--- config.mk ---
export PLATFORM = sky130hd
export DESIGN_NAME = cmm_merge
export DESIGN_NICKNAME = d
export VERILOG_FILES = /design/src/hw/rtl/cmm_pkg.sv /design/src/hw/rtl/cmm_merge.sv
export SDC_FILE = /design/constraint.sdc
export NUM_CORES = 2
export LEC_CHECK = 0
export BUFFER_PORTS_ARGS = -buffer_cell sky130_fd_sc_hd__buf_2
export CAP_MARGIN = 10
export CORE_ASPECT_RATIO = 2
export CORE_MARGIN = 2
export CORE_UTILIZATION = 50
export CTS_BUF_LIST = sky130_fd_sc_hd__clkbuf_2 sky130_fd_sc_hd__clkbuf_4 sky130_fd_sc_hd__clkbuf_8
export DETAILED_ROUTE_END_ITERATION = 10
export PLACE_DENSITY = 0.7
export SKIP_LAST_GASP = 1
export SLEW_MARGIN = 20
export SYNTH_ARGS = -nofsm -noshare
export SYNTH_HDL_FRONTEND = slang
export SYNTH_SLANG_ARGS = --single-unit
--- constraint.sdc ---
create_clock -name clock -period 8.97 [get_ports clock]
set_clock_uncertainty 0.15 [all_clocks]
set_input_delay 1.3455 -clock clock [delete_from_list [all_inputs] [get_ports clock]]
set_output_delay 1.3455 -clock clock [all_outputs]
set_load 0.005 [all_outputs]
--- src/hw/rtl/cmm_pkg.sv ---
package cmm_pkg;

   localparam int LANES             = 8;
   localparam int VALUE_WIDTH       = 64;
   localparam int LANE_COUNT_WIDTH  = 4;
   localparam int COUNT_WIDTH       = 32;
   localparam int RUN_OUT_WIDTH     = 32;
   localparam int RUN_WIDTH         = (COUNT_WIDTH < RUN_OUT_WIDTH) ? COUNT_WIDTH : RUN_OUT_WIDTH;
   localparam int LANE_NUM_WIDTH    = $clog2(LANES + 1);
   localparam int INC_WIDTH         = $clog2(LANES + 1);
   localparam int LEVELS            = (LANES > 1) ? $clog2(LANES) : 1;
   localparam int TREE_SIZE         = 1 << LEVELS;
   localparam int IN_DATA_WIDTH     = ((LANES * VALUE_WIDTH + LANE_COUNT_WIDTH + 7) / 8) * 8;
   localparam int OUT_DATA_WIDTH    = ((3 * VALUE_WIDTH + RUN_OUT_WIDTH + 7) / 8) * 8;

   typedef logic [VALUE_WIDTH-1:0] value_type;

   typedef struct packed {
      value_type value;
      logic      valid;
      logic      step;
      logic      neq;
      logic      delta_bad;
   } lane_result_type;

   typedef struct packed {
      logic valid;
      logic last;
      logic first_run;
   } item_info_type;

   typedef struct packed {
      value_type min_value;
      value_type max_value;
      logic      valid;
   } node_type;

   typedef struct packed {
      logic                 valid;
      logic                 last;
      logic [INC_WIDTH-1:0] runs_inc;
      logic                 any_step;
      logic                 delta_bad;
   } summary_type;

   function automatic node_type merge_nodes(node_type a, node_type b);
      node_type r;
      if (!a.valid) begin
         r = b;
      end else if (!b.valid) begin
         r = a;
      end else begin
         r.valid     = 1'b1;
         r.min_value = ($signed(b.min_value) < $signed(a.min_value)) ? b.min_value : a.min_value;
         r.max_value = ($signed(a.max_value) < $signed(b.max_value)) ? b.max_value : a.max_value;
      end
      return r;
   endfunction

endpackage

--- src/hw/rtl/cmm_merge.sv ---
module cmm_merge (
   input  logic                     clock,
   input  logic                     reset,
   input  logic                     enable,
   input  cmm_pkg::item_info_type   info,
   input  cmm_pkg::lane_result_type lanes [cmm_pkg::LANES],
   output cmm_pkg::node_type        root,
   output cmm_pkg::summary_type     summary
);

   cmm_pkg::node_type    all_nodes [1:2*cmm_pkg::TREE_SIZE-1];
   cmm_pkg::node_type    heap_ff   [1:cmm_pkg::TREE_SIZE-1];
   cmm_pkg::node_type    heap_in   [1:cmm_pkg::TREE_SIZE-1];
   cmm_pkg::summary_type summary_ff [1:cmm_pkg::LEVELS];
   cmm_pkg::summary_type summary_in;
   logic [cmm_pkg::INC_WIDTH-1:0] inc_sum;

   // leaves come straight from the lane registers, spare leaves stay empty
   always_comb begin
      for (int k = 1; k < cmm_pkg::TREE_SIZE; k++) begin
         all_nodes[k] = heap_ff[k];
      end
      for (int i = 0; i < cmm_pkg::TREE_SIZE; i++) begin
         if (i < cmm_pkg::LANES) begin
            all_nodes[cmm_pkg::TREE_SIZE + i].min_value = lanes[i].value;
            all_nodes[cmm_pkg::TREE_SIZE + i].max_value = lanes[i].value;
            all_nodes[cmm_pkg::TREE_SIZE + i].valid     = lanes[i].valid;
         end else begin
            all_nodes[cmm_pkg::TREE_SIZE + i] = '0;
         end
      end
      for (int k = 1; k < cmm_pkg::TREE_SIZE; k++) begin
         heap_in[k] = cmm_pkg::merge_nodes(all_nodes[2*k], all_nodes[2*k+1]);
      end
   end

   always_comb begin
      inc_sum = cmm_pkg::INC_WIDTH'(info.first_run);
      summary_in.any_step  = 1'b0;
      summary_in.delta_bad = 1'b0;
      for (int i = 0; i < cmm_pkg::LANES; i++) begin
         inc_sum = inc_sum + cmm_pkg::INC_WIDTH'(lanes[i].neq);
         summary_in.any_step  = summary_in.any_step | lanes[i].step;
         summary_in.delta_bad = summary_in.delta_bad | lanes[i].delta_bad;
      end
      summary_in.valid    = info.valid;
      summary_in.last     = info.last;
      summary_in.runs_inc = inc_sum;
   end

   always_ff @(posedge clock) begin
      if (enable) begin
         for (int k = 1; k < cmm_pkg::TREE_SIZE; k++) begin
            heap_ff[k] <= heap_in[k];
         end
      end
   end

   always_ff @(posedge clock) begin
      if (reset) begin
         for (int s = 1; s <= cmm_pkg::LEVELS; s++) begin
            summary_ff[s] <= '0;
         end
      end else if (enable) begin
         summary_ff[1] <= summary_in;
         for (int s = 2; s <= cmm_pkg::LEVELS; s++) begin
            summary_ff[s] <= summary_ff[s-1];
         end
      end
   end

   assign root    = heap_ff[1];
   assign summary = summary_ff[cmm_pkg::LEVELS];

endmodule

==> flow_summary.json <==
{
  "drive_gt1_frac": 0.288,
  "ctsResizeCount": 0,
  "grt_pass1_vias": 46300,
  "globalRoute.totalOverflow": 0,
  "synth_nets": 6572,
  "drv_cap": 0,
  "ys_async_sr_fraction": 0,
  "hold_start": "summary_ff[0][19]",
  "cts_sinks": 927,
  "crit_slowest_cell": "ha_4",
  "dieArea_um2": 126000,
  "ys_warn_count": 0,
  "antenna_left": 0,
  "synthesis.area_um2": 61400,
  "syn_inst": 5381,
  "powerDensity_nw_per_um2": 185,
  "num_vias": 47400,
  "fmax_mhz": 180,
  "htree_levels": 4,
  "r2r_end": "heap_ff[0][207]",
  "cp-end-kind": "register",
  "final_nets": 7174,
  "rows": 181,
  "min_path_type": "reg -> reg",
  "worstPathMaxFanout": 59,
  "clockRootBuffer": "clkbuf_8",
  "routed_wl_um": 197000,
  "io_pins": 687,
  "start_util": 0.504,
  "post_cts_buffers": 0,
  "cts_made_buffers": 141,
  "finalSetupTns_ns": 0,
  "clk_pin_slew_ns": 0.07,
  "synth.most_common_cell": "edfxtp_1",
  "cts_tree": "built",
  "start_kind": "primary input",
  "cp.required_ns": 9.43,
  "crit_family": "simple AND/OR/NAND/NOR gates",
  "drc": 0,
  "yosysTopAreaCell": "edfxtp_1",
  "grt_use_total": 0.307,
  "worst-r2r-cell-count": 11,
  "area_growth_pct": 12.7,
  "worstPathArrival_ns": 6.02,
  "first_pass_iters": 7,
  "slowest_delay_ns": 0.72,
  "cp_cell_sequence": "buf_2, inv_1, ha_4, nand4_1, or4_1, nor4_2, nand2_1, o2bb2ai_4, buf_4, buf_4, nor3_1, a2111oi_0, o211ai_1",
  "r2r_start": "heap_ff[0][506]",
  "fin_crit_sh": 0.619,
  "avgSynthCellArea_um2": 11.4,
  "crit_path_frequent_cell": "buf_4",
  "worstMarginPinSlew_ns": 1.30,
  "rsz0062_at_grt": "no",
  "die_w_um": 252,
  "ys.flop_type": "edfxtp_1",
  "ys_top_cells_by_count": "edfxtp_1 (927), mux2_2 (735), inv_1 (661)",
  "numPortBuffers": 686,
  "grt_pass1_wl_um": 288000,
  "fin_hold_ws_ns": 0.371,
  "slew_violations": 0,
  "core-area_um2": 122000,
  "synth-seq-area-share": 0.453,
  "ys_types": 77,
  "drtIter0Drc": 4493,
  "clk_path_buf_depth": 3,
  "crit_cells": 13,
  "synth_top_area_share": 0.453,
  "grt_max_degree": 184,
  "p_leak_nw": 29.9,
  "cts_hold_buf": 0,
  "gp_congestion": 0.961,
  "finalCriticalPeriod_ns": 5.55,
  "dp_hpwl_um": 148000,
  "fillers": 10300,
  "final-setup-viol-count": 0,
  "die_y_um": 500,
  "whs_endpoint": "summary_ff[0][27]",
  "synth_edf_count": 927,
  "holdPathStages": 1,
  "crit_buf_inv": 4,
  "wl_per_cell_um": 25.6,
  "timing.slew.headroom": 0.129,
  "clock_latency_ns": 0.87,
  "ys_seq_elements": 927,
  "ff2ff_setup_slack_ns": 3.48,
  "ir_drop_v": 0.000165,
  "antenna_found_initial": 70,
  "crit_type": "in -> reg",
  "status": "completed",
  "viasPerCell": 6.16,
  "hold_viol": 0,
  "synth_area_leaders": "edfxtp_1 (45%), mux2_2 (13%), ha_1 (13%)"
}
[metrics by stage]
step / power, mW / instance area (µm²) / setup WS, ns / std cells / util
after CTS: 12.9 / 69100 / 3.12 / 7647 / 0.567
after global placement: 9.06 / 66200 / 2.54 / 7394 / 0.544
after floorplan: 7.78 / 61400 / 4.59 / 5381 / -
final: 12.8 / 69200 / 3.42 / 7695 / 0.568
after detailed placement: 9.13 / 66300 / 2.62 / 7395 / 0.544
after global routing: 13.4 / 69200 / 3.15 / 7675 / 0.568
[worst max path at each step]
stage / endpoint / start / slack (ns)
after floorplan: heap_ff[0][530] / lanes[457] / 4.59
after detailed placement: heap_ff[0][772] / lanes[339] / 2.62
after CTS: heap_ff[0][207] / heap_ff[0][506] / 3.12
after global placement: heap_ff[0][772] / lanes[339] / 2.54
after global routing: heap_ff[0][207] / heap_ff[0][506] / 3.15
final: heap_ff[0][772] / lanes[339] / 3.42
[sequential cells by signal (all words and copies together), names as in the netlist]
signal      flops
heap_ff       903
summary_ff     24
[area by class of cell]
class | count | area (µm²) | share of cell area
multi-input cells | 3506 | 30000 | 0.434
clock inverters | 86 | 692 | 0.0100
diodes | 48 | 120 | 0.00174
inverters | 662 | 2480 | 0.0359
repair buffers | 745 | 3960 | 0.0572
well taps | 1555 | 1950 | 0.0281
flip-flops and latches | 927 | 27800 | 0.402
clock buffers | 166 | 2150 | 0.0311
[cell usage in the layout, fill, tap and decap left out, drive strengths merged, types with 48 or more instances in the layout]
cell type,count
a21o,240
a21oi,183
buf,745
clkbuf,166
clkinv,65
diode,48
edfxtp,927
ha,636
inv,666
mux2,767
mux2i,62
nand2,183
nand3,286
nand4,251
nor3,94
o2111a,64
o2111ai,64
o211ai,78
o21ai,198
or3,134
[layer usage]
layer / vias up / share of wire / GRT usage
met5: - / 0.0020 / 0
met4: 58 / 0.059 / 0.165
met3: 515 / 0.086 / 0.0644
met2: 2340 / 0.47 / 0.503
met1: 22900 / 0.38 / 0.378
li1: 21600 / - / -
[where the power goes]
part | internal (mW) | total [mW] | switching, mW
logic | 1.42 | 3.28 | 1.85
clock network | 1.90 | 3.72 | 1.83
registers | 5.48 | 5.83 | 0.349
[cell families after synthesis]
| kind of cell | share of synthesized area |
|---|---|
| mux | 0.151 |
| flops | 0.453 |
| xor+xnor | 0.000143 |
| simple gates | 0.0970 |
| buf+inv | 0.0617 |
| fa+ha+maj | 0.131 |
| compound gates | 0.106 |
(Power assumes the default switching activity.)
