### config.mk
export PLATFORM = sky130hd
export DESIGN_NAME = cmm_accum
export DESIGN_NICKNAME = d
export VERILOG_FILES = /design/src/hw/rtl/cmm_pkg.sv /design/src/hw/rtl/cmm_accum.sv
export SDC_FILE = /design/constraint.sdc
export NUM_CORES = 1
export LEC_CHECK = 0
export ABC_CLOCK_PERIOD_IN_PS = 6200
export BUFFER_PORTS_ARGS = -buffer_cell sky130_fd_sc_hd__buf_4
export CAP_MARGIN = 20
export CORE_UTILIZATION = 45
export CTS_CLUSTER_DIAMETER = 50
export DETAILED_ROUTE_END_ITERATION = 10
export PLACE_DENSITY = 0.67
export SYNTH_ARGS = -nofsm -noshare
export SYNTH_HDL_FRONTEND = slang
export SYNTH_SLANG_ARGS = --single-unit
### constraint.sdc
create_clock -name clock -period 6.2 [get_ports clock]
set_clock_uncertainty 0.05 [all_clocks]
set_input_delay 0.62 -clock clock [delete_from_list [all_inputs] [get_ports clock]]
set_output_delay 0.62 -clock clock [all_outputs]
set_load 0.005 [all_outputs]
### src/hw/rtl/cmm_pkg.sv
package cmm_pkg;

   localparam int LANES             = 8;
   localparam int VALUE_WIDTH       = 64;
   localparam int LANE_COUNT_WIDTH  = 4;
   localparam int COUNT_WIDTH       = 32;
   localparam int RUN_OUT_WIDTH     = 32;
   localparam int RUN_WIDTH         = (COUNT_WIDTH < RUN_OUT_WIDTH) ? COUNT_WIDTH : RUN_OUT_WIDTH;
   localparam int LANE_NUM_WIDTH    = $clog2(LANES + 1);
   localparam int INC_WIDTH         = $clog2(LANES + 1);
   localparam int LEVELS            = (LANES > 1) ? $clog2(LANES) : 1;
   localparam int TREE_SIZE         = 1 << LEVELS;
   localparam int IN_DATA_WIDTH     = ((LANES * VALUE_WIDTH + LANE_COUNT_WIDTH + 7) / 8) * 8;
   localparam int OUT_DATA_WIDTH    = ((3 * VALUE_WIDTH + RUN_OUT_WIDTH + 7) / 8) * 8;

   typedef logic [VALUE_WIDTH-1:0] value_type;

   typedef struct packed {
      value_type value;
      logic      valid;
      logic      step;
      logic      neq;
      logic      delta_bad;
   } lane_result_type;

   typedef struct packed {
      logic valid;
      logic last;
      logic first_run;
   } item_info_type;

   typedef struct packed {
      value_type min_value;
      value_type max_value;
      logic      valid;
   } node_type;

   typedef struct packed {
      logic                 valid;
      logic                 last;
      logic [INC_WIDTH-1:0] runs_inc;
      logic                 any_step;
      logic                 delta_bad;
   } summary_type;

   function automatic node_type merge_nodes(node_type a, node_type b);
      node_type r;
      if (!a.valid) begin
         r = b;
      end else if (!b.valid) begin
         r = a;
      end else begin
         r.valid     = 1'b1;
         r.min_value = ($signed(b.min_value) < $signed(a.min_value)) ? b.min_value : a.min_value;
         r.max_value = ($signed(a.max_value) < $signed(b.max_value)) ? b.max_value : a.max_value;
      end
      return r;
   endfunction

endpackage

### src/hw/rtl/cmm_accum.sv
module cmm_accum (
   input  logic                                clock,
   input  logic                                reset,
   input  cmm_pkg::value_type                  delta,
   input  cmm_pkg::node_type                   root,
   input  cmm_pkg::summary_type                summary,
   input  logic                                rsp_tready,
   output logic                                enable,
   output logic                                rsp_tvalid,
   output logic [cmm_pkg::OUT_DATA_WIDTH-1:0]  rsp_tdata
);

   cmm_pkg::value_type             acc_min_ff, acc_max_ff;
   logic                           acc_valid_ff, acc_valid_in;
   logic [cmm_pkg::RUN_WIDTH-1:0]  acc_runs_ff, acc_runs_in;
   logic                           acc_step_ff, acc_step_in;
   logic                           acc_bad_ff, acc_bad_in;
   logic                           rsp_tvalid_ff, rsp_tvalid_in;
   logic [cmm_pkg::OUT_DATA_WIDTH-1:0] rsp_tdata_ff, rsp_tdata_in;

   cmm_pkg::node_type              acc_node, merged;
   logic [cmm_pkg::RUN_WIDTH:0]    runs_sum;
   logic [cmm_pkg::RUN_WIDTH-1:0]  runs_sat;
   cmm_pkg::value_type             out_min, out_max, out_delta;
   logic                           take;

   assign enable = !rsp_tvalid_ff || rsp_tready;
   assign take   = enable && summary.valid;

   always_comb begin
      acc_node.min_value = acc_min_ff;
      acc_node.max_value = acc_max_ff;
      acc_node.valid     = acc_valid_ff;
      merged   = cmm_pkg::merge_nodes(acc_node, root);
      runs_sum = {1'b0, acc_runs_ff} + (cmm_pkg::RUN_WIDTH + 1)'(summary.runs_inc);
      runs_sat = runs_sum[cmm_pkg::RUN_WIDTH] ? '1 : runs_sum[cmm_pkg::RUN_WIDTH-1:0];
      acc_step_in = acc_step_ff | summary.any_step;
      acc_bad_in  = acc_bad_ff | summary.delta_bad;
      acc_valid_in = merged.valid;
      acc_runs_in  = runs_sat;
      out_min   = merged.valid ? merged.min_value : '0;
      out_max   = merged.valid ? merged.max_value : '0;
      out_delta = (acc_step_in && !acc_bad_in && (delta != '0)) ? delta : '0;
      rsp_tdata_in = cmm_pkg::OUT_DATA_WIDTH'({out_delta,
                                               cmm_pkg::RUN_OUT_WIDTH'(runs_sat),
                                               out_max, out_min});
      rsp_tvalid_in = enable ? (summary.valid && summary.last) : rsp_tvalid_ff;
   end

   always_ff @(posedge clock) begin
      if (reset) begin
         acc_valid_ff  <= 1'b0;
         acc_runs_ff   <= '0;
         acc_step_ff   <= 1'b0;
         acc_bad_ff    <= 1'b0;
         rsp_tvalid_ff <= 1'b0;
      end else begin
         rsp_tvalid_ff <= rsp_tvalid_in;
         if (take) begin
            if (summary.last) begin
               acc_valid_ff <= 1'b0;
               acc_runs_ff  <= '0;
               acc_step_ff  <= 1'b0;
               acc_bad_ff   <= 1'b0;
            end else begin
               acc_valid_ff <= acc_valid_in;
               acc_runs_ff  <= acc_runs_in;
               acc_step_ff  <= acc_step_in;
               acc_bad_ff   <= acc_bad_in;
            end
         end
      end
   end

   always_ff @(posedge clock) begin
      if (take) begin
         acc_min_ff <= merged.min_value;
         acc_max_ff <= merged.max_value;
         if (summary.last) begin
            rsp_tdata_ff <= rsp_tdata_in;
         end
      end
   end

   assign rsp_tvalid = rsp_tvalid_ff;
   assign rsp_tdata  = rsp_tdata_ff;

endmodule

==> results of run 1 <==
state kept, by name (all words and copies together) (netlist names):
register	flops
acc_bad_ff	1
acc_max_ff	64
acc_min_ff	64
acc_runs_ff	32
acc_step_ff	1
acc_valid_ff	1
rsp_tdata	224
rsp_tvalid	1
stage by stage:
stage / cell area [sq um] / utilization
after CTS: 24690 / 0.5861
final: 24710 / 0.5865
after global routing: 24710 / 0.5865
after detailed placement: 23070 / 0.5474
after global placement: 23070 / 0.5474
after floorplan: 19270 / -
final timing paths:
check                                             startpoint                      endpoint  slack, ns
worst max-delay path                acc_max_ff[63]$_DFFE_PP_   rsp_tdata[71]$_SDFFCE_PP0P_       1.94
worst min-delay path                              summary[1]      acc_step_ff$_SDFFE_PP0P_       0.25
worst max register to register      acc_max_ff[63]$_DFFE_PP_   rsp_tdata[71]$_SDFFCE_PP0P_       1.94
worst min register to register  acc_runs_ff[28]$_SDFFE_PP0P_  acc_runs_ff[28]$_SDFFE_PP0P_       0.44
final cells by class:
type / instances / area, sq um
fill: 3474 / 17420
clock inverter: 30 / 297.8
tap: 539 / 674.4
timing repair buffer: 445 / 3357
sequential: 388 / 11290
antenna: 2 / 5.005
clock buffer: 60 / 1330
inverter: 146 / 556.8
multi-input combinational: 903 / 7198
cells in the final DEF, fill, tap and decap left out, drive strengths merged, types with 27 or more instances in the layout:
master / n
nor2: 53
clkbuf: 60
nand2: 63
buf: 445
o21ai: 30
a21oi: 74
dfxtp: 36
inv: 147
mux2: 126
nand3: 27
a22o: 131
nor4: 30
ha: 130
and2: 67
edfxtp: 352
nand4: 35
cells by family after synthesis:
kind of cell | synth area share
DFF | 0.5859
and+or+nand+nor | 0.08694
AOI/OAI and AO/OA | 0.1151
buffers and inverters | 0.04253
adders and majority gates | 0.08544
muxes | 0.07363
xor gates and xnor gates | 0.01045
layer usage:
metal	vias to the layer above	track usage	routed length, um
li1	6552	-	-
met1	6531	0.2812	20630
met2	402	0.3514	23010
met3	75	0.05831	3432
met4	6	0.06947	1138
met5	-	0	46
power by group:
part           leakage [nW]  switching, mW  internal [mW]
clock                 0.786           1.12           1.73
sequential             3.68         0.0742           3.04
combinational          6.07          0.421          0.416
total                  10.5           1.62           5.19
worst min-delay path, delay by kind of cell:
kind / cells / cell delay (ns)
buf+inv: 1 / 0.09
simple gates: 1 / 0.07
compound gates: 1 / 0.06
==> impl_metrics.ini, run 1 <==
[outcome]
status = finished clean

[synth]
yosysSeqAreaShare = 0.5859
ys.flop_type = edfxtp_1
synthCells = 1500
yosysUniqueCellTypes = 50
synth_area_leaders = edfxtp_1 55%, ha_1 8.4%, mux2_2 7.1%
synth_top_cell_by_area = edfxtp_1
async_reset_ff_frac = 0
synth_seq_cells = 388
synth_nets = 1835
yosys_warnings = 0
synthTopCellsByCount = 352 x edfxtp_1, 146 x inv_1, 131 x a22o_1, 130 x ha_1, 121 x mux2_2
yosysMostFrequentCell = edfxtp_1
yosysTopAreaCellShare = 0.5485
postSynthAreaPerCell_sq_um = 12.85
synth_edf_count = 352
syn_area_sq_um = 19270

[sta]
grt_setup_unrepaired = no
hold_viol_final = 0
slew_headroom = 0.2203
period_minus_slack_ns = 4.257
post-route-period-util = 0.6866
whs_ns = 0.2542
max_slew.worst_pin.slew_ns = 1.161
timing.final.ws_setup_ns = 1.943
fin_setup_tns_ns = 0
finalMaxSlewViolations = 0
max_freq_mhz = 234.9
setup_viol = 0

[finish]
drive_gt1_frac = 0.3301
syn_to_final_growth_pct = 28.22
final_nets = 2268
fin_cells = 2513

[floorplanning]
initial_core_util = 0.4574
die_width_um = 208.9
fp-row-count = 75
die_y_um = 208.9
fp.dieArea_sq_um = 43660
ios = 430
core_area_sq_um = 42130

[critical_path]
crit_buf_inv = 1
ff2ff_path_depth = 10
cp_slowest_cell = o21a_2
path_delay_family = compound AO/OA/AOI/OAI gates
cp.arrival_ns = 4.63
critical_path.cell_chain = ha_1 -> nand4_1 -> nor4_1 -> nand2_1 -> o2bb2ai_1 -> nor4_2 -> xnor2_1 -> o21a_2 -> buf_4 -> a22o_1
crit_fanout = 43
required_ns = 6.57
critPathCaptureType = flip-flop
worstSetupPathType = reg -> reg
slowest_delay_ns = 0.87
cp.depth = 10
startpoint_type = flip-flop

[grt]
grt.total_usage = 0.2164
grt_pass1_wl_um = 73660
grt_pass1_vias = 13270
grt_max_degree = 152
antenna_found_initial = 5
gr-total-overflow = 0

[pwr]
power_mw = 6.809
ir_drop_uv = 173.6
cellLeakagePower_nw = 10.54
p_per_area_nw_per_um2 = 275.5

[clocking]
cts_tree = yes
cts_root_buf = clkbuf_16
clk_pin_slew_ns = 0.06
hold_buffers = 0
clock-sinks = 388
htree_levels = 2
cts_buffer_depth = 3
cts_resized = 0
clkLatencyLatePin_ns = 0.57
numCtsBuffers = 49
post_cts_buffers = 0

[route]
route.detailed.drc = 0
first_pass_iters = 5
routed_wl_um = 48260
vias = 13570
ant_nets = 0
drt_first_iter_violations = 917
vias_per_cell = 5.398
wl_per_cell_um = 19.20

[place]
gp_congestion = 0.8513
io_buffers = 429
dpl.hpwl_um = 33960
dp_slack_ns = 1.530
dp_cells = 2420

[min_path]
min_path_type = in -> reg
min_path_cells = 3

[job]
cap_violations = 0
Power figures use the tool's default switching activity.
==> inputs of run 2 (changes only) <==
Settings changed: ABC_CLOCK_PERIOD_IN_PS 6200 to 4300, PLACE_DENSITY 0.67 to 0.64.
Clock period 6.2 ns to 4.3 ns, I/O delays scaled along.
==> run 2 against run 1 <==
Critical path depth increased by 1. Clock-buffer cell count decreased by 5. Worst setup slack got worse by 1.4 ns. Clock power increased by 43%. Non-clock buffer count increased by 4. Critical endpoint is now acc_max_ff[28]$_DFFE_PP_. Die area unchanged. Utilization increased by 0.26 points. Highest routed layer unchanged. Total power increased by 44%. Worst hold slack got worse by 0.20 ns.
==> impl_metrics.ini, run 2 (synthesis results as in run 1) <==
[outcome]
status = finished clean

[clocking]
htree_levels = 2
post_cts_buffers = 0
clk_pin_slew_ns = 0.06
cts_root_buf = clkbuf_16
clock-sinks = 388
cts_buffer_depth = 3
cts_resized = 0
numCtsBuffers = 48
clkLatencyLatePin_ns = 0.57
hold_buffers = 0
cts_tree = yes

[finish]
final_nets = 2271
largest_reg_flops = 224
syn_to_final_growth_pct = 28.80
drive_gt1_frac = 0.3332
fin_cells = 2516
final_cell_mix = 441 x buf_4, 352 x edfxtp_1, 144 x inv_1
final_cell_area_sq_um = 24820
layout.cells.most_common = buf_4
final_core_util = 0.5891

[min_path]
min_path_cells = 3
min_path_type = in -> reg
min_from = summary[1]
holdPathEnd = acc_step_ff$_SDFFE_PP0P_

[critical_path]
r2r-start = acc_max_ff[63]$_DFFE_PP_
r2r-end = acc_max_ff[28]$_DFFE_PP_
critPathCaptureType = flip-flop
ff2ff_path_depth = 11
critical_path.cell_chain = ha_1 -> nand4_1 -> nor4_1 -> buf_4 -> nand4_1 -> a21oi_1 -> nor4_2 -> xnor2_1 -> a21oi_4 -> buf_12 -> mux2_2
slowest_delay_ns = 0.41
required_ns = 4.57
crit_path_frequent_cell = nand4_1
cp.arrival_ns = 4.00
cp_slowest_cell = mux2_2
crit_fanout = 115
worstSetupPathType = reg -> reg
r2r_slack_ns = 0.57
startpoint_type = flip-flop

[pwr]
p_per_area_nw_per_um2 = 394.2
cellLeakagePower_nw = 10.58
ir_drop_uv = 245.8

[route]
vias = 13540
ant_nets = 0
wl_per_cell_um = 19.50
vias_per_cell = 5.382
first_pass_iters = 5
routed_wl_um = 49060
drt_first_iter_violations = 742
route.detailed.drc = 0

[sta]
slew_headroom = 0.4075
fin_setup_tns_ns = 0
period_minus_slack_ns = 3.732
max_freq_mhz = 268.0
max_slew.worst_pin.slew_ns = 0.8888
whs_ns = 0.05816
grt_setup_unrepaired = no
hold_viol_final = 0
finalMaxSlewViolations = 0
post-route-period-util = 0.8678
setup_viol = 0

[place]
post_dp_cell_area_sq_um = 23190
gp_congestion = 0.8307
dpl.hpwl_um = 34960
dp_cells = 2423
io_buffers = 429

[grt]
grt.total_usage = 0.2214
gr-total-overflow = 0
grt_pass1_wl_um = 75090
antenna_found_initial = 7
grt_pass1_vias = 13390
grt_max_degree = 116

[floorplanning]
die_width_um = 208.9
initial_core_util = 0.4574
core_area_sq_um = 42130
fp-row-count = 75
ios = 430
die_y_um = 208.9
fp.dieArea_sq_um = 43660

[job]
cap_violations = 0
==> run 2: cell count changes in the layout (fill, tap and decap cells not counted), sizes merged <==
cell      before  now
buf          445  448
inv          147  148
diode          2    5
clkinvlp       6    5
clkinv        18   19
clkbuf        60   56
==> run 2: per-layer routing <==
layer / wire length [um] / GRT usage
met5: 30 / 0
met4: 1453 / 0.08392
met3: 3579 / 0.06372
met2: 23690 / 0.3671
met1: 20300 / 0.2732
==> run 2: metrics by stage <==
step | setup WS (ns) | power, mW
after floorplan | -0.7039 | 5.224
after global placement | 0.3392 | 5.764
after detailed placement | 0.3609 | 5.793
after CTS | 0.4978 | 9.907
after global routing | 0.3548 | 10.19
final | 0.5684 | 9.783
==> run 2: how the worst max path moves through the flow <==
stage	startpoint	endpoint	slack (ns)	cells past startpoint
2_1_floorplan	rsp_tready	acc_runs_ff[20]$_SDFFE_PP0P_	-0.70	8
3_3_place_gp	root[64]	acc_max_ff[29]$_DFFE_PP_	0.34	13
3_5_place_dp	root[64]	rsp_tdata[66]$_SDFFCE_PP0P_	0.36	13
4_1_cts	acc_max_ff[63]$_DFFE_PP_	rsp_tdata[90]$_SDFFCE_PP0P_	0.50	11
5_1_grt	acc_max_ff[58]$_DFFE_PP_	rsp_tdata[125]$_SDFFCE_PP0P_	0.35	11
6_report	acc_max_ff[63]$_DFFE_PP_	acc_max_ff[28]$_DFFE_PP_	0.57	11
==> run 2: cell type report <==
cell class / count / area, sq um
tap: 539 / 674.4
fill: 3527 / 17310
sequential: 388 / 11290
multi-input combinational: 903 / 7221
inverter: 146 / 556.8
timing repair buffer: 449 / 3458
clock buffer: 55 / 1291
clock inverter: 31 / 315.3
antenna: 5 / 12.51
==> run 2: worst max-delay path: cells and delay by family (launching register included) <==
kind	cells	cell delay (ns)
AO/OA/AOI/OAI	2	0.53
XOR/XNOR	1	0.19
adder cells (fa/ha/maj)	1	0.38
buffers and inverters	2	0.61
flip-flops	1	0.39
multiplexers	1	0.41
AND/OR/NAND/NOR	4	0.80
==> run 2: power by group <==
part | switching (mW) | total [mW] | internal (mW)
registers | 0.106 | 4.49 | 4.39
clock network | 1.62 | 4.08 | 2.46
logic | 0.607 | 1.21 | 0.607
total | 2.33 | 9.78 | 7.45
