===== src/hw/rtl/cmm_pkg.sv =====
package cmm_pkg;

   localparam int LANES             = 8;
   localparam int VALUE_WIDTH       = 64;
   localparam int LANE_COUNT_WIDTH  = 4;
   localparam int COUNT_WIDTH       = 32;
   localparam int RUN_OUT_WIDTH     = 32;
   localparam int RUN_WIDTH         = (COUNT_WIDTH < RUN_OUT_WIDTH) ? COUNT_WIDTH : RUN_OUT_WIDTH;
   localparam int LANE_NUM_WIDTH    = $clog2(LANES + 1);
   localparam int INC_WIDTH         = $clog2(LANES + 1);
   localparam int LEVELS            = (LANES > 1) ? $clog2(LANES) : 1;
   localparam int TREE_SIZE         = 1 << LEVELS;
   localparam int IN_DATA_WIDTH     = ((LANES * VALUE_WIDTH + LANE_COUNT_WIDTH + 7) / 8) * 8;
   localparam int OUT_DATA_WIDTH    = ((3 * VALUE_WIDTH + RUN_OUT_WIDTH + 7) / 8) * 8;

   typedef logic [VALUE_WIDTH-1:0] value_type;

   typedef struct packed {
      value_type value;
      logic      valid;
      logic      step;
      logic      neq;
      logic      delta_bad;
   } lane_result_type;

   typedef struct packed {
      logic valid;
      logic last;
      logic first_run;
   } item_info_type;

   typedef struct packed {
      value_type min_value;
      value_type max_value;
      logic      valid;
   } node_type;

   typedef struct packed {
      logic                 valid;
      logic                 last;
      logic [INC_WIDTH-1:0] runs_inc;
      logic                 any_step;
      logic                 delta_bad;
   } summary_type;

   function automatic node_type merge_nodes(node_type a, node_type b);
      node_type r;
      if (!a.valid) begin
         r = b;
      end else if (!b.valid) begin
         r = a;
      end else begin
         r.valid     = 1'b1;
         r.min_value = ($signed(b.min_value) < $signed(a.min_value)) ? b.min_value : a.min_value;
         r.max_value = ($signed(a.max_value) < $signed(b.max_value)) ? b.max_value : a.max_value;
      end
      return r;
   endfunction

endpackage


===== src/hw/rtl/cmm_lane.sv =====
module cmm_lane (
   input  logic                     clock,
   input  logic                     enable,
   input  cmm_pkg::value_type       value,
   input  cmm_pkg::value_type       pred,
   input  logic                     lane_valid,
   input  logic                     has_step,
   input  cmm_pkg::value_type       delta,
   output cmm_pkg::lane_result_type result
);

   cmm_pkg::lane_result_type result_ff;
   cmm_pkg::lane_result_type result_in;
   cmm_pkg::value_type       step_value;

   always_comb begin
      step_value          = value - pred;
      result_in.value     = value;
      result_in.valid     = lane_valid;
      result_in.step      = has_step;
      result_in.neq       = has_step & (value != pred);
      result_in.delta_bad = has_step & (step_value != delta);
   end

   always_ff @(posedge clock) begin
      if (enable) begin
         result_ff <= result_in;
      end
   end

   assign result = result_ff;

endmodule


===== config.mk =====
export PLATFORM = sky130hd
export DESIGN_NAME = cmm_lane
export DESIGN_NICKNAME = d
export VERILOG_FILES = /design/src/hw/rtl/cmm_pkg.sv /design/src/hw/rtl/cmm_lane.sv
export SDC_FILE = /design/constraint.sdc
export NUM_CORES = 1
export LEC_CHECK = 0
export ABC_CLOCK_PERIOD_IN_PS = 7600
export BUFFER_PORTS_ARGS = -buffer_cell sky130_fd_sc_hd__buf_2
export CAP_MARGIN = 20
export CORE_MARGIN = 4
export CORE_UTILIZATION = 55
export DETAILED_ROUTE_END_ITERATION = 6
export PLACE_DENSITY = 0.85
export SYNTH_ARGS = -nofsm -noshare
export SYNTH_HDL_FRONTEND = slang
export SYNTH_SLANG_ARGS = --single-unit

===== constraint.sdc =====
create_clock -name clock -period 7.6 [get_ports clock]
set_clock_uncertainty 0.15 [all_clocks]
set_input_delay 0 -clock clock [delete_from_list [all_inputs] [get_ports clock]]
set_output_delay 0 -clock clock [all_outputs]
set_load 0.03 [all_outputs]

==> results of run 1 <==
==> cells in the final DEF (no fill, tap or decap), types with 8 or more instances in the layout <==
master,Yosys,routed
a2111oi_0,9,9
a211oi_1,11,11
a21o_1,11,11
a21oi_1,96,96
a21oi_2,9,9
and2_1,9,9
and3_1,8,8
and4_1,12,12
buf_2,17,263
clkbuf_16,0,9
dlygate4sd3_1,0,66
edfxtp_1,68,68
ha_1,64,64
inv_1,82,82
nand2_1,115,115
nand2b_1,10,10
nand3_1,28,28
nand4_1,48,48
nor2_1,98,98
nor3_1,28,28
nor4_1,11,11
o2111ai_1,12,12
o211ai_1,10,10
o21a_1,14,14
o21ai_0,68,68
o21ai_1,8,8
o21ai_2,8,8
or3_1,12,12
or4_1,10,10
xnor2_1,47,47
xor2_1,35,35
==> cells by family (layout without fill, tap and decap cells) <==
logic type	after synthesis	count (layout)	synth area share [%]
buffers and inverters	130	431	6.85
multiplexers	10	10	1.20
flip-flops	68	68	23.7
AND/OR/NAND/NOR	411	411	23.5
AO/OA/AOI/OAI	345	345	26.9
adder cells (fa/ha/maj)	65	65	9.52
XOR/XNOR	82	82	8.33
==> layer usage <==
layer	track usage, %	up-vias	share of wire [%]
li1	-	4761	-
met1	54.9	4974	38
met2	64.5	963	43
met3	14.2	178	15
met4	12.3	0	3.9
met5	0	-	0
==> final cells by class <==
| type | instances | area, um^2 |
|---|---|---|
| multi-input cells | 913 | 5990 |
| fillers | 1186 | 4300 |
| flip-flops and latches | 68 | 2040 |
| repair buffers | 333 | 2010 |
| inverters | 82 | 308 |
| well taps | 211 | 264 |
| clock buffers | 9 | 225 |
| clock inverters | 7 | 124 |
==> worst max path at each step <==
| stage | from | endpoint |
|---|---|---|
| floorplan | pred[32] | result[0]$_DFFE_PP_ |
| global placement | value[27] | result[0]$_DFFE_PP_ |
| detailed placement | value[28] | result[0]$_DFFE_PP_ |
| CTS | value[28] | result[0]$_DFFE_PP_ |
| global route | value[28] | result[0]$_DFFE_PP_ |
| finish | value[28] | result[0]$_DFFE_PP_ |
==> power by group <==
| part | switching, W | internal, W | leakage (nW) |
|---|---|---|---|
| logic | 0.000576 | 0.000302 | 3.86 |
| registers | 0.00000833 | 0.000446 | 0.666 |
| clock network | 0.000189 | 0.000323 | 0.166 |
| total | 0.000773 | 0.00107 | 4.69 |
==> metrics by stage <==
| stage | util, % | std cells | cell area [um^2] | power (W) | hold slack (ns) |
|---|---|---|---|---|---|
| after floorplan | - | 1111 | 8620 | 0.000997 | -0.0511 |
| after global placement | 65.2 | 1541 | 9950 | 0.00126 | 0.0310 |
| after detailed placement | 65.2 | 1541 | 9950 | 0.00126 | 0.0332 |
| after CTS | 71.8 | 1623 | 11000 | 0.00179 | 0.102 |
| after global routing | 71.8 | 1623 | 11000 | 0.00190 | 0.131 |
| final | 71.8 | 1623 | 11000 | 0.00184 | 0.120 |
==> flow_metrics.py, run 1 <==
metrics = {
    "setup_path": {
        "cp_num_cells": 13,
        "crit_buf_inv": 2,
        "critical_path.startpoint_type": "primary input",
        "slowest_delay_ns": 0.81,
        "critPathTopFamily": "compound AO/OA/AOI/OAI gates",
        "crit_top_cell": "o2111ai_1",
        "arrival_ns": 4.76,
        "required_ns": 7.54,
        "cp-end-kind": "register",
        "critPathKind": "in2reg",
        "cpMaxStageDelayCell": "a221oi_1",
        "path_cells": "dlygate4sd3_1 -> buf_2 -> ha_1 -> a21oi_2 -> o21ai_0 -> a221oi_1 -> o2111ai_1 -> o221ai_1 -> a211oi_1 -> nor4bb_1 -> o2111ai_1 -> a2111oi_2 -> a21boi_1",
        "path_max_fanout": 9,
    },
    "final_layout": {
        "area_delta_synth_final_pct": 27.1,
        "fin_nets": 1668,
        "diodes": 0,
        "largest_register_ffs": 68,
        "final_layout_size_suffix_gt1_share_pct": 22.7,
    },
    "synthesis": {
        "yosysSeqAreaShare_pct": 23.7,
        "syn-num-nets": 1372,
        "syn_area_per_cell_um2": 7.76,
        "synth_top_area_cell": "edfxtp_1",
        "synth_top_flop_cell": "edfxtp_1",
        "synth_warnings": 0,
        "synth_cells": 1111,
        "synth_top_cells_by_count": "nand2_1 (115), nor2_1 (98), a21oi_1 (96)",
        "synth.distinct_cells": 80,
        "async_flop_share_pct": 0,
        "synth.top_cell.area_share_pct": 23.7,
        "ys_ff_latch": 68,
        "netlist_top_cells_area": "edfxtp_1 (24%), ha_1 (9.3%), a21oi_1 (5.6%)",
        "yosysMostFrequentCell": "nand2_1",
        "synth_edf_count": 68,
        "syn_area_um2": 8620,
    },
    "sta": {
        "drv_slew": 0,
        "fin_ws_ns": 2.77,
        "finalSetupTns_ns": 0,
        "finalCritPeriodShare_pct": 63.5,
        "period_needed_ns": 4.83,
        "fmax_mhz": 207,
        "tightest_slew_ns": 0.985,
        "relSlewSlack_pct": 34.3,
        "rsz0062_at_grt": "false",
        "setup_viol": 0,
        "hold_viol_final": 0,
    },
    "global_route": {
        "grt_max_degree": 69,
        "grt_pass1_wl_um": 57800,
        "first_global_vias": 10100,
        "grt.overflow.total": 0,
        "grt_usage_pct": 41.5,
        "antenna_found_initial": 0,
    },
    "cts": {
        "clockBufferDepth": 2,
        "cts_tree": "done",
        "cts_resized": 0,
        "path_clk_slew_ns": 0.06,
        "h-tree-depth": 3,
        "postCtsSetupBuffers": 0,
        "cts_sinks": 68,
        "ctsHoldBuffers": 66,
        "cts-root-buf": "clkbuf_16",
        "cts_buffers": 9,
    },
    "drt": {
        "ant_nets": 0,
        "post-route-drc-count": 0,
        "wl_um": 38700,
        "post_drt_via_cell_ratio": 6.70,
        "dr.pass1.iters": 6,
        "vias": 10900,
        "drtIter0Drc": 1561,
        "routedWlPerCell_um": 23.9,
    },
    "floorplanning": {
        "io_pins": 264,
        "start_util_pct": 56.5,
        "num_rows": 45,
        "die_h_um": 133,
        "core_area_um2": 15300,
        "die-area_um2": 17700,
        "die_x_um": 133,
    },
    "flow_run": {
        "max-cap-violations": 0,
    },
    "placed_design": {
        "place_ws_ns": 3.39,
        "io_buffers": 263,
        "gp_congestion": 1.11,
        "post-dp-hpwl_um": 30200,
    },
    "worst_hold_path": {
        "hold_path_class": "in2reg",
        "worstHoldStart": "delta[59]",
        "holdPathEnd": "result[0]$_DFFE_PP_",
        "whs_path_depth": 5,
    },
    "power_and_ir_drop": {
        "p_leak_nw": 4.69,
        "irDropWorstVdd_mv": 0.104,
        "powerDensity_nw_per_um2": 168,
    },
    "outcome": {
        "outcome": "completed",
    },
}
No activity file was read; power rests on OpenSTA's default activity.
==> run 2: changes to the inputs <==
Settings changed: ABC_CLOCK_PERIOD_IN_PS 7600 to 4300, CORE_UTILIZATION 55 to 48, PLACE_DENSITY 0.85 to 0.78.
Clock period 7.6 ns to 4.3 ns, I/O delays scaled along.
==> flow_metrics.py, run 2 (synthesized netlist as in run 1, its figures left out) <==
metrics = {
    "drt": {
        "dr.pass1.iters": 7,
        "post-route-drc-count": 1,
        "drtIter0Drc": 971,
        "vias": 10400,
        "post_drt_via_cell_ratio": 6.15,
        "ant_nets": 0,
        "wl_um": 38100,
        "routedWlPerCell_um": 22.5,
    },
    "global_route": {
        "antenna_found_initial": 0,
        "grt_usage_pct": 36.1,
        "grt_pass1_wl_um": 56000,
        "first_global_vias": 9801,
        "grt_max_degree": 39,
        "grt.overflow.total": 0,
    },
    "setup_path": {
        "slowest_delay_ns": 0.56,
        "path_cells": "dlygate4sd3_1 -> buf_2 -> ha_1 -> nand4_1 -> or2_2 -> nor3_1 -> a22oi_1 -> and4b_1 -> nor4_1 -> nand4_1 -> or4_1 -> a2111oi_2 -> a21boi_1",
        "crit_top_cell": "nand4_1",
        "critPathTopFamily": "simple AND/OR/NAND/NOR gates",
        "cp-end-kind": "register",
        "worstSetupStartpoint": "value[12]",
        "crit_end": "result[0]$_DFFE_PP_",
        "cp_num_cells": 13,
        "critical_path.startpoint_type": "primary input",
        "critPathKind": "in2reg",
        "arrival_ns": 4.12,
        "path_max_fanout": 9,
        "cpMaxStageDelayCell": "or4_1",
        "crit_buf_inv": 2,
        "required_ns": 4.24,
    },
    "worst_hold_path": {
        "hold_path_class": "in2reg",
    },
    "sta": {
        "fin_ws_ns": 0.122,
        "tightest_slew_ns": 0.966,
        "finalCritPeriodShare_pct": 97.2,
        "drv_slew": 0,
        "finalSetupTns_ns": 0,
        "hold_viol_final": 0,
        "relSlewSlack_pct": 34.9,
        "period_needed_ns": 4.18,
        "setup_viol": 0,
        "fmax_mhz": 239,
        "rsz0062_at_grt": "false",
    },
    "cts": {
        "h-tree-depth": 3,
        "path_clk_slew_ns": 0.06,
        "cts-root-buf": "clkbuf_16",
        "cts_sinks": 68,
        "cts_buffers": 9,
        "cts_tree": "done",
        "clockBufferDepth": 2,
    },
    "power_and_ir_drop": {
        "powerDensity_nw_per_um2": 291,
        "p_leak_nw": 4.95,
        "p_total_w": 0.00333,
        "irDropWorstVdd_mv": 0.197,
    },
    "placed_design": {
        "io_buffers": 263,
        "post-dp-hpwl_um": 31400,
        "gp_congestion": 1.11,
        "place_ws_ns": 0.239,
    },
    "final_layout": {
        "fill_cells": 1510,
        "area_delta_synth_final_pct": 32.5,
        "final_common_cell": "buf_2",
        "final_layout_size_suffix_gt1_share_pct": 26.0,
        "largest_register_ffs": 68,
        "mostFrequentLayoutCells": "buf_2 (263), nand2_1 (115), nor2_1 (96), a21oi_1 (96), inv_1 (82)",
        "final_util_pct": 65.4,
        "fin_nets": 1721,
    },
    "floorplanning": {
        "core_area_um2": 17500,
        "die-area_um2": 20200,
        "num_rows": 48,
        "die_h_um": 142,
        "io_pins": 264,
        "start_util_pct": 49.3,
        "die_x_um": 142,
    },
    "outcome": {
        "violations": "design-rule violations",
        "outcome": "finished, violations left",
    },
    "flow_run": {
        "max-cap-violations": 0,
    },
}
-- run 2: tightest hold or removal path, stage by stage --
cell,delay (ns)
buf_2,0.08
xnor2_1,0.11
nand3_1,0.12
a2111oi_2,0.07
a21boi_1,0.11
-- run 2: what timing repair did --
action	4_1_cts	5_1_grt
resized for setup	0	14
setup buffers	0	2
hold endpoints to repair	68	0
endpoints found under the setup margin	0	1
hold buffers	66	0
-- run 2: report_power, final --
part	leakage (nW)	internal [W]	total [W]	switching (W)
registers	0.666	0.000788	0.000800	0.0000127
logic	4.11	0.000592	0.00161	0.00102
clock network	0.166	0.000572	0.000917	0.000346
total	4.95	0.00195	0.00333	0.00138
-- run 2: routing by layer --
| metal | vias to the layer above | track usage, % | wire length [um] |
|---|---|---|---|
| li1 | 4857 | - | - |
| met2 | 634 | 54.3 | 16400 |
| met3 | 61 | 12.8 | 4840 |
| met4 | 0 | 7.98 | 743 |
| met5 | - | 0 | 0 |
| met1 | 4853 | 50.0 | 16100 |
-- run 2: how the worst min path moves through the flow --
| stage | start | endpoint | slack (ns) | depth (start not counted) |
|---|---|---|---|---|
| final | delta[46] | result[0]$_DFFE_PP_ | 0.10 | 5 |
| after global routing | delta[46] | result[0]$_DFFE_PP_ | 0.15 | 5 |
| after CTS | delta[46] | result[0]$_DFFE_PP_ | 0.10 | 5 |
| after detailed placement | lane_valid | result[3]$_DFFE_PP_ | 0.03 | 1 |
| after global placement | lane_valid | result[3]$_DFFE_PP_ | 0.03 | 1 |
| after floorplan | value[6] | result[10]$_DFFE_PP_ | -0.05 | 0 |
-- run 2: area by class of cell --
cell class / instances / area (um^2) / share of cell area, %
Multi-Input combinational cell: 913 / 6040 / 52.9
Timing Repair Buffer: 386 / 2400 / 21.0
Sequential cell: 68 / 2040 / 17.9
Inverter: 82 / 308 / 2.69
Tap cell: 225 / 282 / 2.46
Clock buffer: 9 / 225 / 1.97
Clock inverter: 7 / 124 / 1.08
Antenna cell: 1 / 2.50 / 0.0219
-- run 2: metrics by stage --
step	cells	hold WS, ns	instance area [um^2]
after floorplan	1111	-0.0511	8620
after global placement	1606	0.0266	10400
after detailed placement	1606	0.0321	10400
after CTS	1688	0.100	11400
after global routing	1690	0.154	11400
final	1691	0.104	11400
==> run 3: changes to the inputs <==
Settings changed: ABC_CLOCK_PERIOD_IN_PS 4300 to 5100, CORE_UTILIZATION 48 to 55, PLACE_DENSITY 0.78 to 0.85.
Clock period 4.3 ns to 5.1 ns, I/O delays scaled along.
==> flow_metrics.py, run 3 (synthesized netlist as in run 1, its figures left out) <==
metrics = {
    "cts": {
        "cts_resized": 0,
        "cts_sinks": 68,
        "cts-root-buf": "clkbuf_16",
        "h-tree-depth": 3,
        "clockBufferDepth": 2,
        "cts_buffers": 9,
        "cts_tree": "done",
        "path_clk_slew_ns": 0.06,
    },
    "global_route": {
        "first_global_vias": 10200,
        "antenna_found_initial": 0,
        "grt_usage_pct": 41.5,
        "grt.overflow.total": 0,
        "grt_max_degree": 69,
        "grt_pass1_wl_um": 58200,
    },
    "setup_path": {
        "cpMaxStageDelayCell": "a221oi_1",
        "critical_path.startpoint_type": "primary input",
        "slowest_delay_ns": 0.77,
        "arrival_ns": 4.64,
        "path_max_fanout": 9,
        "cp-end-kind": "register",
        "crit_top_cell": "o2111ai_1",
        "critPathKind": "in2reg",
        "worstSetupStartpoint": "value[28]",
        "required_ns": 5.04,
        "path_cells": "dlygate4sd3_1 -> buf_2 -> ha_1 -> a21oi_2 -> o21ai_0 -> a221oi_1 -> o2111ai_1 -> o221ai_1 -> a211oi_1 -> nor4bb_1 -> o2111ai_1 -> a2111oi_2 -> a21boi_1",
    },
    "placed_design": {
        "io_buffers": 263,
        "placed_area_um2": 9990,
        "place_ws_ns": 0.847,
        "post-dp-hpwl_um": 30200,
        "gp_congestion": 1.11,
    },
    "power_and_ir_drop": {
        "irDropWorstVdd_mv": 0.169,
        "powerDensity_nw_per_um2": 247,
        "p_leak_nw": 4.71,
    },
    "final_layout": {
        "seqCellArea_um2": 2040,
        "fin_area_um2": 11000,
        "multi_input_area_um2": 5990,
        "final_common_cell": "buf_2",
        "mostFrequentLayoutCells": "buf_2 (263), nand2_1 (115), nor2_1 (98)",
        "area_delta_synth_final_pct": 27.2,
        "final_layout_size_suffix_gt1_share_pct": 22.9,
        "diodes": 0,
        "fill_cells": 1159,
        "largest_register_ffs": 68,
        "final_util_pct": 71.9,
        "fin_nets": 1673,
    },
    "outcome": {
        "violations": "design-rule violations",
        "outcome": "finished, violations left",
    },
    "drt": {
        "post-route-drc-count": 16,
        "post_drt_via_cell_ratio": 6.68,
        "dr.pass1.iters": 7,
        "drtIter0Drc": 1558,
        "ant_nets": 0,
        "vias": 10900,
        "wl_um": 38500,
        "routedWlPerCell_um": 23.7,
    },
    "sta": {
        "hold_viol_final": 0,
        "drv_slew": 0,
        "finalCritPeriodShare_pct": 92.2,
        "fmax_mhz": 213,
        "period_needed_ns": 4.70,
        "rsz0062_at_grt": "false",
        "setup_viol": 0,
        "timing.hold.ws_ns": 0.124,
        "fin_ws_ns": 0.399,
        "relSlewSlack_pct": 29.1,
        "finalSetupTns_ns": 0,
        "tightest_slew_ns": 1.05,
    },
    "floorplanning": {
        "start_util_pct": 56.5,
        "core_area_um2": 15300,
        "die-area_um2": 17700,
        "die_h_um": 133,
        "die_x_um": 133,
        "io_pins": 264,
        "num_rows": 45,
    },
    "flow_run": {
        "max-cap-violations": 0,
    },
    "worst_hold_path": {
        "hold_path_class": "in2reg",
        "worstHoldStart": "delta[46]",
        "whs_path_depth": 5,
    },
}
run 3: power by group:
part,total [W],switching [W],internal (W)
Sequential,0.000677,0.0000125,0.000665
Combinational,0.00132,0.000861,0.000456
Clock,0.000720,0.000288,0.000432
run 3: cell type report:
cell class | instances | share of cell area (%)
clock buffers | 9 | 2.05
repair buffers | 338 | 18.6
well taps | 211 | 2.41
inverters | 82 | 2.80
flip-flops and latches | 68 | 18.6
clock inverters | 7 | 0.901
multi-input cells | 913 | 54.6
run 3: worst paths after layout:
path | slack, ns | endpoint
min | 0.12 | result[0]$_DFFE_PP_
max | 0.40 | result[0]$_DFFE_PP_
run 3: worst max-delay path: cells and delay by family:
kind                       cells  cell delay [ns]
AOI/OAI and AO/OA              9             3.17
buffers and inverters          2             0.69
adders and majority gates      1             0.42
and+or+nand+nor                1             0.37
run 3: timing repair:
item | CTS | global route
setup buffers | 0 | 0
hold buffers | 66 | 0
endpoints found under the hold margin | 68 | 0
run 3: stage by stage:
step / std cells / power [W]
after detailed placement: 1546 / 0.00189
after global routing: 1628 / 0.00281
after CTS: 1628 / 0.00264
final: 1628 / 0.00271
after floorplan: 1111 / 0.00149
after global placement: 1546 / 0.00188
run 3: metal layers:
| metal | global-route usage, % | up-vias | share of wire [%] |
|---|---|---|---|
| met5 | 0 | - | 0 |
| met4 | 12.6 | 0 | 3.4 |
| met3 | 14.0 | 143 | 15 |
| met2 | 64.7 | 964 | 43 |
| met1 | 54.9 | 4994 | 38 |
| li1 | - | 4775 | - |
